===== config.mk =====
export PLATFORM = sky130hd
export DESIGN_NAME = ltrt_lane
export DESIGN_NICKNAME = d
export VERILOG_FILES = /design/src/ltrt_pkg.sv /design/src/ltrt_lane.sv
export SDC_FILE = /design/constraint.sdc
export NUM_CORES = 1
export LEC_CHECK = 0
export BUFFER_PORTS_ARGS = -buffer_cell sky130_fd_sc_hd__buf_2
export CAP_MARGIN = 10
export CORE_UTILIZATION = 23
export DETAILED_ROUTE_END_ITERATION = 7
export PLACE_DENSITY_LB_ADDON = 0.08
export RECOVER_POWER = 100
export SLEW_MARGIN = 20
export SYNTH_ARGS = -nofsm -noshare
export SYNTH_HDL_FRONTEND = slang
export SYNTH_SLANG_ARGS = --single-unit

===== constraint.sdc =====
create_clock -name i_clk -period 12.3 [get_ports i_clk]
set_clock_uncertainty 0.15 [all_clocks]
set_input_delay 3.075 -clock i_clk [delete_from_list [all_inputs] [get_ports i_clk]]
set_output_delay 3.075 -clock i_clk [all_outputs]
set_load 0.005 [all_outputs]

===== src/ltrt_pkg.sv =====
`default_nettype none
package ltrt_pkg;

    localparam int LANES          = 4;
    localparam int MIN_SPEED_CM_S = 100;

    // wheel speed is kept in Q14 cm/s (Q10.6 rad/s times Q8.8 cm)
    localparam logic [32:0] MIN_SPEED_Q14 = 33'(MIN_SPEED_CM_S * 16384);
    localparam logic [15:0] MIN_SPEED_U16 = 16'(MIN_SPEED_CM_S);
    localparam logic [15:0] SLIP_ONE      = 16'd256;
    localparam logic [16:0] FULL_PROGRESS = 17'h10000;
    localparam logic [15:0] THROTTLE_FULL = 16'hFFFF;

    localparam logic [1:0] REQ_TICK       = 2'd0;
    localparam logic [1:0] REQ_ACTIVATE   = 2'd1;
    localparam logic [1:0] REQ_DEACTIVATE = 2'd2;

    localparam int CFG_IDX_W = 3;
    localparam logic [CFG_IDX_W-1:0] CFG_INIT_LIMIT  = 3'd0;
    localparam logic [CFG_IDX_W-1:0] CFG_RAMP_RATE   = 3'd1;
    localparam logic [CFG_IDX_W-1:0] CFG_TRACTION_EN = 3'd2;
    localparam logic [CFG_IDX_W-1:0] CFG_SLIP_THR    = 3'd3;
    localparam logic [CFG_IDX_W-1:0] CFG_TORQUE_RED  = 3'd4;

    localparam logic [15:0] RST_INIT_LIMIT  = 16'd19661;
    localparam logic [31:0] RST_RAMP_RATE   = 32'd2147;
    localparam logic        RST_TRACTION_EN = 1'b1;
    localparam logic [15:0] RST_SLIP_THR    = 16'd51;
    localparam logic [15:0] RST_TORQUE_RED  = 16'd19661;

    // stage strobes shared by the lanes and the merge stage
    typedef struct packed {
        logic mul;
        logic cmp;
        logic merge;
    } t_stage_ctrl;

endpackage
`default_nettype wire


===== src/ltrt_lane.sv =====
`default_nettype none
module ltrt_lane import ltrt_pkg::*; (
    input  wire logic               i_clk,
    input  wire t_stage_ctrl        i_ctrl,
    input  wire logic signed [15:0] i_vehicle_speed,
    input  wire logic signed [15:0] i_ang_vel,
    input  wire logic        [15:0] i_radius,
    input  wire logic        [15:0] i_slip_threshold,
    output logic                    o_slip
);

    logic signed [32:0] r_wq;
    logic        [31:0] r_thrv;
    logic               r_slow;
    logic               r_slip;

    logic        [15:0] w_vmag;
    logic signed [33:0] w_vq;
    logic signed [33:0] w_diff;
    logic        [33:0] w_dmag;
    logic        [32:0] w_wmag;

    assign w_vmag = i_vehicle_speed[15] ? (~i_vehicle_speed + 16'd1) : i_vehicle_speed;
    assign w_vq   = {{4{i_vehicle_speed[15]}}, i_vehicle_speed, 14'd0};
    assign w_diff = {r_wq[32], r_wq} - w_vq;
    assign w_dmag = w_diff[33] ? (~w_diff + 34'd1) : w_diff;
    assign w_wmag = r_wq[32] ? (~r_wq + 33'd1) : r_wq;

    always_ff @(posedge i_clk) begin
        if (i_ctrl.mul) begin
            r_wq   <= i_ang_vel * $signed({1'b0, i_radius});
            r_thrv <= i_slip_threshold * w_vmag;
            r_slow <= w_vmag < MIN_SPEED_U16;
        end
        if (i_ctrl.cmp) begin
            if (r_slow) begin
                // slow vehicle: slip ratio is one when the wheel spins, else zero
                r_slip <= (w_wmag > MIN_SPEED_Q14) && (i_slip_threshold < SLIP_ONE);
            end else begin
                // |diff|*256 > thr*|v|*16384  <=>  |diff| > thr*|v|*64
                r_slip <= {4'd0, w_dmag} > {r_thrv, 6'd0};
            end
        end
    end

    assign o_slip = r_slip;

endmodule
`default_nettype wire


==> summary.md <==
| Metric | Value |
|---|---|
| Clk Latency, worst-skew pair | `about 0.37 ns` |
| ANT nets after route | `0` |
| Minimum clock period | `about 11 ns` |
| Synth cell types | `75` |
| Seq/Total Area, Yosys | `~9%` |
| Share of layout cells above drive strength 1 | `4.88%` |
| Warnings, synthesis | `0` |
| Detailed Place HPWL | `approximately 54 mm` |
| Crit path DAT | `around 11 ns` |
| Number of DRC markers in iteration 0 | `816` |
| First-pass GRT wire length | `105 mm` |
| Filler instances | `~11000` |
| Final Hold Fails | `0` |
| First-pass DRT Iterations | `5` |
| PortBufs | `67` |
| Most frequent CP cell | `fa_1` |
| Max Cap Violations | `1` |
| CP bufs+invs | `5` |
| Worst slew margin | `-154%` |
| CTS tree | `yes` |
| Initial antenna violation count | `1` |
| Syn avg cell area | `8.84 µm²` |
| Worst Path Required | `approximately 12 ns` |
| CP endpoint kind | `register` |
| Number of setup violations in the final report | `0` |
| CTS clk-pin slew, worst paths | `roughly 0.080 ns` |
| Share of flip-flops with an asynchronous set or reset | `0%` |
| # H-tree levels | `3` |
| Crit Path Class | `in2reg` |
| Post-Route WL | `63.6 mm` |
| GRT Total Usage | `between 10% and 20%` |
| Setup Fix Bufs, Post-CTS | `0` |
| Mapped Nets | `roughly 3300` |
| PostCTS Resize Cnt | `0` |
| Via density per instance | `4.35` |
| Post-synthesis sequential element count | `67` |
| Full die area | `between 90000 and 100000 µm²` |
| Synth-to-Final Area Change | `9.40%` |
| RR Startpoint | `r_wq[14]` |
| Final Wtd Congestion | `between 0.7 and 0.8` |
| Crit-path slowest cell | `clkbuf_1` |
| Cts hold-fix bufs | `0` |
| Max Root-Sink Buffers | `2` |
| Std cell rows | `about 110` |
| Crit path largest cell delay | `0.78 ns` |
| Largest net degree at the start of global routing | `67` |
| Most common cell after layout, fill and taps aside | `inv_1` |
| N_diodes | `0` |
| Initial Util | `a little under a quarter` |
| WL/cell | `~17 µm` |
| Commonest cells after routing, fill and taps aside | `inv_1 (535), fa_1 (389), nand2_1 (341), ha_1 (275), and2_1 (187)` |
| Max Transition Viols Final | `between 60 and 70` |
| F_max | `a little under 90 MHz` |
| Worst-Margin Slew | `3.81 ns` |
| Die extent in x | `approximately 310 µm` |
| RSZ-0062 raised after global routing | `false` |
| CP top delay family | `adder cells` |
| Die height | `between 300 and 400 µm` |
| Status | `complete, but fails checks` |
| TritonCTS Buffers | `9` |
| Core area | `96600 µm²` |
| # clock sinks | `67` |
| Violated checks | `max-capacitance violations, max-slew violations` |
| Worst setup margin | `just under 0.9 ns` |
| Hold_sp | `r_slow` |
| Mapped Area | `around 22000 µm²` |
| Post-Place Worst Slack | `approximately 0.76 ns` |
| Hold Path Class | `reg2reg` |
| Vias | `approximately 17000` |
| Post-synth EDFFs | `67` |
| CP max FO | `18` |
| Final period utilization | `roughly 93%` |
| # nets final | `roughly 3300` |
| IO Count | `69` |
| Final global-route overflow total | `0` |
| Critical Path Start Type | `input port` |
| DRC | `0` |
| Vias in the first global route | `~18000` |
| Top FF cell, synth | `edfxtp_1` |
| Cells after Synth | `~2500` |
| CP Launch Point | `i_vehicle_speed[0]` |
| Setup TNS | `0 ns` |
| Clk root buf | `clkbuf_16` |
[cell families after synthesis]
logic type,Yosys count,synth area share [%]
AO/OA/AOI/OAI,280,8.20
XOR/XNOR,114,4.46
flip-flops,67,9.00
AND/OR/NAND/NOR,790,17.7
buffers and inverters,611,10.3
adder cells (fa/ha/maj),664,50.2
multiplexers,3,0.140
[worst paths after layout]
| path | cells past startpoint | slack (ns) | end |
|---|---|---|---|
| worst max register to register | 21 | 6.25 | o_slip |
| worst min-delay path | 3 | 0.89 | o_slip |
| worst min register to register | 3 | 0.89 | o_slip |
| worst max-delay path | 26 | 0.87 | r_thrv[31] |
[worst reg2reg max path, delay by kind of cell, from the launching register on]
family / cells / cell delay [ns]
xor gates and xnor gates: 2 / 0.22
DFF: 1 / 0.44
buffers and inverters: 2 / 0.20
AOI/OAI and AO/OA: 10 / 2.57
and+or+nand+nor: 4 / 1.33
adders and majority gates: 3 / 0.89
[sequential cells by signal, summed over array words and instances (netlist names)]
register / count
r_wq: 33
r_thrv: 32
o_slip: 1
r_slow: 1
[per-stage QoR]
stage / cell area [µm²] / util (%) / hold slack (ns) / instances
after floorplan: 22400 / - / 0.494 / 2529
after global placement: 24200 / 25.1 / 0.867 / 3820
after detailed placement: 24200 / 25.1 / 0.862 / 3820
after CTS: 24500 / 25.4 / 0.881 / 3836
after global routing: 24500 / 25.3 / 0.969 / 3836
final: 24500 / 25.3 / 0.886 / 3836
[cell usage after synthesis (all sizes together), types with 44 or more instances]
cell type / number / area, µm²
nand2: 341 / 1280
inv: 536 / 2010
ha: 275 / 3440
a21oi: 71 / 355
o21ai: 65 / 325
fa: 389 / 7790
and2: 194 / 1210
nor2: 60 / 228
xnor2: 94 / 823
clkbuf: 71 / 267
nor2b: 44 / 275
edfxtp: 67 / 2010
[layout make-up]
cell class	instances	area (µm²)	area share, %
inverters	536	2010	8.22
clock inverters	7	65.1	0.266
well taps	1276	1600	6.52
multi-input cells	1851	18100	73.8
repair buffers	90	489	2.00
flip-flops and latches	67	2010	8.22
clock buffers	9	225	0.920
[per-layer routing]
layer,routed length (µm),up-vias,share of wire (%),global-route usage (%)
met2,30100,172,47,22.6
met1,31900,8543,50,19.5
li1,-,7957,-,-
met4,405,2,0.64,1.66
met5,12,-,0.019,0
met3,1150,29,1.8,0.693
Power is left out: the tool's default activity adds up to more than one toggle a clock period on the data nets, which glitch-free logic cannot reach.
