**src/ltrt_pkg.sv**
```systemverilog
`default_nettype none
package ltrt_pkg;

    localparam int LANES          = 4;
    localparam int MIN_SPEED_CM_S = 100;

    // wheel speed is kept in Q14 cm/s (Q10.6 rad/s times Q8.8 cm)
    localparam logic [32:0] MIN_SPEED_Q14 = 33'(MIN_SPEED_CM_S * 16384);
    localparam logic [15:0] MIN_SPEED_U16 = 16'(MIN_SPEED_CM_S);
    localparam logic [15:0] SLIP_ONE      = 16'd256;
    localparam logic [16:0] FULL_PROGRESS = 17'h10000;
    localparam logic [15:0] THROTTLE_FULL = 16'hFFFF;

    localparam logic [1:0] REQ_TICK       = 2'd0;
    localparam logic [1:0] REQ_ACTIVATE   = 2'd1;
    localparam logic [1:0] REQ_DEACTIVATE = 2'd2;

    localparam int CFG_IDX_W = 3;
    localparam logic [CFG_IDX_W-1:0] CFG_INIT_LIMIT  = 3'd0;
    localparam logic [CFG_IDX_W-1:0] CFG_RAMP_RATE   = 3'd1;
    localparam logic [CFG_IDX_W-1:0] CFG_TRACTION_EN = 3'd2;
    localparam logic [CFG_IDX_W-1:0] CFG_SLIP_THR    = 3'd3;
    localparam logic [CFG_IDX_W-1:0] CFG_TORQUE_RED  = 3'd4;

    localparam logic [15:0] RST_INIT_LIMIT  = 16'd19661;
    localparam logic [31:0] RST_RAMP_RATE   = 32'd2147;
    localparam logic        RST_TRACTION_EN = 1'b1;
    localparam logic [15:0] RST_SLIP_THR    = 16'd51;
    localparam logic [15:0] RST_TORQUE_RED  = 16'd19661;

    // stage strobes shared by the lanes and the merge stage
    typedef struct packed {
        logic mul;
        logic cmp;
        logic merge;
    } t_stage_ctrl;

endpackage
`default_nettype wire

```
**src/ltrt_merge.sv**
```systemverilog
`default_nettype none
module ltrt_merge import ltrt_pkg::*; (
    input  wire logic               i_clk,
    input  wire t_stage_ctrl        i_ctrl,
    input  wire logic [LANES-1:0]   i_slips,
    input  wire logic signed [15:0] i_engine_torque,
    input  wire logic        [15:0] i_torque_reduction,
    input  wire logic               i_traction_enable,
    output logic        [LANES-1:0] o_slip_mask,
    output logic signed [15:0]      o_reduced_torque
);

    logic signed [33:0]      r_prod;
    logic        [LANES-1:0] r_mask;
    logic signed [15:0]      r_red;

    logic [16:0]      w_keep;
    logic [LANES-1:0] w_mask;

    assign w_keep = FULL_PROGRESS - {1'b0, i_torque_reduction};
    assign w_mask = i_traction_enable ? i_slips : '0;

    always_ff @(posedge i_clk) begin
        if (i_ctrl.mul) begin
            r_prod <= i_engine_torque * $signed({1'b0, w_keep});
        end
        if (i_ctrl.merge) begin
            r_mask <= w_mask;
            // arithmetic shift floors toward minus infinity
            r_red  <= (|w_mask) ? r_prod[31:16] : 16'sd0;
        end
    end

    assign o_slip_mask      = r_mask;
    assign o_reduced_torque = r_red;

endmodule
`default_nettype wire

```
**config.mk**
```make
export PLATFORM = sky130hd
export DESIGN_NAME = ltrt_merge
export DESIGN_NICKNAME = d
export VERILOG_FILES = /design/src/ltrt_pkg.sv /design/src/ltrt_merge.sv
export SDC_FILE = /design/constraint.sdc
export NUM_CORES = 1
export LEC_CHECK = 0
export ABC_CLOCK_PERIOD_IN_PS = 9750
export BUFFER_PORTS_ARGS = -buffer_cell sky130_fd_sc_hd__buf_2
export CORE_ASPECT_RATIO = 0.5
export CORE_UTILIZATION = 45
export CTS_CLUSTER_DIAMETER = 150
export DETAILED_ROUTE_END_ITERATION = 10
export GPL_TIMING_DRIVEN = 0
export PLACE_DENSITY = 0.67
export SLEW_MARGIN = 20
export SYNTH_ARGS = -nofsm -noshare
export SYNTH_HDL_FRONTEND = slang
export SYNTH_SLANG_ARGS = --single-unit
```
**constraint.sdc**
```tcl
create_clock -name i_clk -period 9.75 [get_ports i_clk]
set_input_delay 1.95 -clock i_clk [delete_from_list [all_inputs] [get_ports i_clk]]
set_output_delay 1.95 -clock i_clk [all_outputs]
set_load 0.005 [all_outputs]
```
==> results.toml <==
[status]
status = "finished clean"

[logic_synthesis]
synth-main-ff-cell = "edfxtp_1"
ys_seq_area_share_pct = 10.5
synth_compound_area_share_pct = 3.66
syn_area_sq_um = 10300
synth_xor_area_share_pct = 2.80
syn_area_per_cell_sq_um = 9.35
synth_edf_count = 36
synth.mux.area_fraction_pct = 0
ys_warn_count = 0
synth-simple-area-share_pct = 18.3
post_synth_fa_ha_maj_area_fraction_pct = 53.6
ys_types = 49
synth_top_family_by_area = "adder cells"
async_flop_share_pct = 0
synth_nets = 1463
ys_ff_latch = 36
syn_inst = 1104

[cts]
cts_root_buf = "clkbuf_16"
tritoncts = "built"
htree_levels = 2
cts-hold-fix-buffers = 0
cts_buffers = 5
cts_sinks = 36
clk_pin_slew_ps = 50
insertion_delay_ps = 280
clock_path_buffers = 2

[critical_path]
worstPathMaxFanout = 10
critPathLaunch = "i_torque_reduction[0]"
critPathKind = "in2reg"
reg2reg_slack_ps = 8960
crit_required_ps = 9810
r2r-start = "r_prod[22]$_DFFE_PP_"
cp-end-kind = "register"
cp-start-kind = "input port"
critPathArrivalTime_ps = 9570

[timing]
min_period_over_period_pct = 97.6
fmax_mhz = 105
period_needed_ps = 9520
slew_violations = 0
max-slew-margin-rel_pct = 32.5
hold_violations = 0
finalSetupViolations = 0
skew_ps = 5.03
whs_ps = 534
worst_pin_slew_ps = 1000

[routing]
vias = 7648
viasPerCell = 5.21
ant_nets = 0
firstDrtPassIters = 5
drt_iter0_drc = 623
wl_per_cell_microns = 17.5
route.detailed.drc = 0
wirelength_microns = 25800

[global_route]
track_usage_pct = 22.6
antenna_found_initial = 0
grt_pass1_vias = 7811
grt_pass1_wl_microns = 40600
grt_max_degree = 21
grt-ovfl-total = 0

[floorplanning]
io_pins = 61
core_sq_um = 22100
start_util_pct = 46.8
rows = 38
dieArea_sq_um = 23600
die_h_microns = 109
fp.dieW_microns = 216

[place]
port_buffers = 56
gp_congestion = 0.950
place_hpwl_microns = 22400

[finish]
fill_cells = 2016
area_growth_syn_to_layout_pct = 9.44
final_nets = 1527
antennaDiodeCount = 0
drive_gt1_share_pct = 8.56

[flow_run]
cap_violations = 0

[worst_hold_path]
worstHoldPathType = "reg2reg"
min_from = "r_prod[25]$_DFFE_PP_"
-- per-layer routing --
layer  track usage, %  share of wire (%)  vias up
met2             35.3                 45      286
met5                0                  0        -
met3             4.55                7.4       44
li1                 -                  -     3426
met4             6.19                2.3        0
met1             32.0                 45     3892
-- sequential cells by signal (all words and copies together), names as in the netlist --
signal,flops
r_prod,16
o_slip_mask,4
o_reduced_torque,16
-- cells in the mapped netlist (2+ instances only) --
master | n | area share [%]
fa_1 | 207 | 40
nand2b_1 | 5 | 0.30
or2_2 | 2 | 0.12
nand3_1 | 3 | 0.15
edfxtp_1 | 36 | 10
nor2_1 | 29 | 1.1
clkbuf_1 | 33 | 1.2
nor2b_1 | 18 | 1.1
a21o_1 | 12 | 0.87
and4_1 | 2 | 0.17
nand2_1 | 132 | 4.8
inv_1 | 264 | 9.6
nor4_1 | 3 | 0.18
xor2_1 | 9 | 0.76
o21ai_0 | 10 | 0.48
xnor2_1 | 24 | 2.0
a211oi_1 | 5 | 0.36
o21bai_1 | 2 | 0.15
and3_1 | 8 | 0.48
or3_1 | 4 | 0.24
buf_6 | 2 | 0.22
a21oi_1 | 12 | 0.58
buf_2 | 2 | 0.097
ha_1 | 111 | 13
nand4_1 | 6 | 0.36
nor3_1 | 5 | 0.24
and2_1 | 132 | 8.0
o211ai_1 | 2 | 0.15
o21a_1 | 4 | 0.29
-- critical path, cell delays in order --
cell	delay (ps)
buf_2	170
inv_1	120
ha_1	200
nand2_1	100
or3_4	360
or4_4	490
nor3b_4	380
buf_2	330
nand2_1	110
fa_1	560
fa_1	580
fa_1	450
fa_1	590
fa_1	440
fa_1	490
inv_1	40
ha_1	370
nand2_1	90
nor2_1	240
nand4_1	230
a211oi_4	360
nor3_1	150
o31ai_2	310
a21oi_1	130
xnor2_1	320
-- kinds of logic after synthesis --
family	Yosys count
and+or+nand+nor	359
adders and majority gates	318
buffers and inverters	302
AOI/OAI and AO/OA	56
DFF	36
xor gates and xnor gates	33
-- repair_timing --
| item | in CTS | in global routing |
|---|---|---|
| setup endpoints to repair | 9 | 8 |
| hold endpoints to repair | 0 | 0 |
| pin swaps | 0 | 2 |
| buffers inserted | 0 | 2 |
| resized for setup | 13 | 21 |
-- metrics by stage --
stage / setup WS [ps] / area, sq um / setup TNS (ps) / cells / util (%)
2_1_floorplan: 941 / 10300 / 0 / 1104 / -
6_report: 234 / 11300 / 0 / 1468 / 51.2
3_5_place_dp: -797 / 11000 / -5260 / 1460 / 49.8
3_3_place_gp: -762 / 11000 / -5010 / 1460 / 49.8
4_1_cts: 35.5 / 11200 / 0 / 1467 / 50.7
5_1_grt: -1.80 / 11300 / -1.80 / 1468 / 51.2
-- final cells by class --
cell class | instances | area (sq um) | area share [%]
plain buffers | 37 | 168 | 1.48
flip-flops and latches | 36 | 1080 | 9.57
clock buffers | 6 | 129 | 1.14
multi-input cells | 766 | 8250 | 73.1
clock inverters | 1 | 5.00 | 0.0443
repair buffers | 58 | 295 | 2.61
inverters | 264 | 991 | 8.77
well taps | 300 | 375 | 3.32
-- worst paths after layout --
path | cells past startpoint | end
hold / removal | 1 | o_reduced_torque[9]$_SDFFCE_PN0P_
hold reg to reg | 1 | o_reduced_torque[9]$_SDFFCE_PN0P_
setup reg to reg | 1 | o_reduced_torque[6]$_SDFFCE_PN0P_
setup / recovery | 25 | r_prod[29]$_DFFE_PP_
-- layout by cell type, fill, tap and decap left out, types with 3 or more instances in the layout --
cell       instances
a211oi_1           3
a21o_1            12
a21oi_1           12
and2_1           132
and3_1             8
buf_2             58
buf_4              3
clkbuf_1          28
clkbuf_16          5
clkbuf_2           3
edfxtp_1          36
fa_1             207
ha_1             111
inv_1            264
nand2_1          132
nand2b_1           5
nand3_1            3
nand4_1            6
nor2_1            29
nor2b_1           18
nor3_1             5
o21a_1             4
o21ai_0            8
or3_1              3
xnor2_1           17
xnor2_2            7
xor2_1             6
xor2_4             3
Power is not shown: default switching activity piles up to over one toggle a cycle in this logic, so the estimate is an artifact.
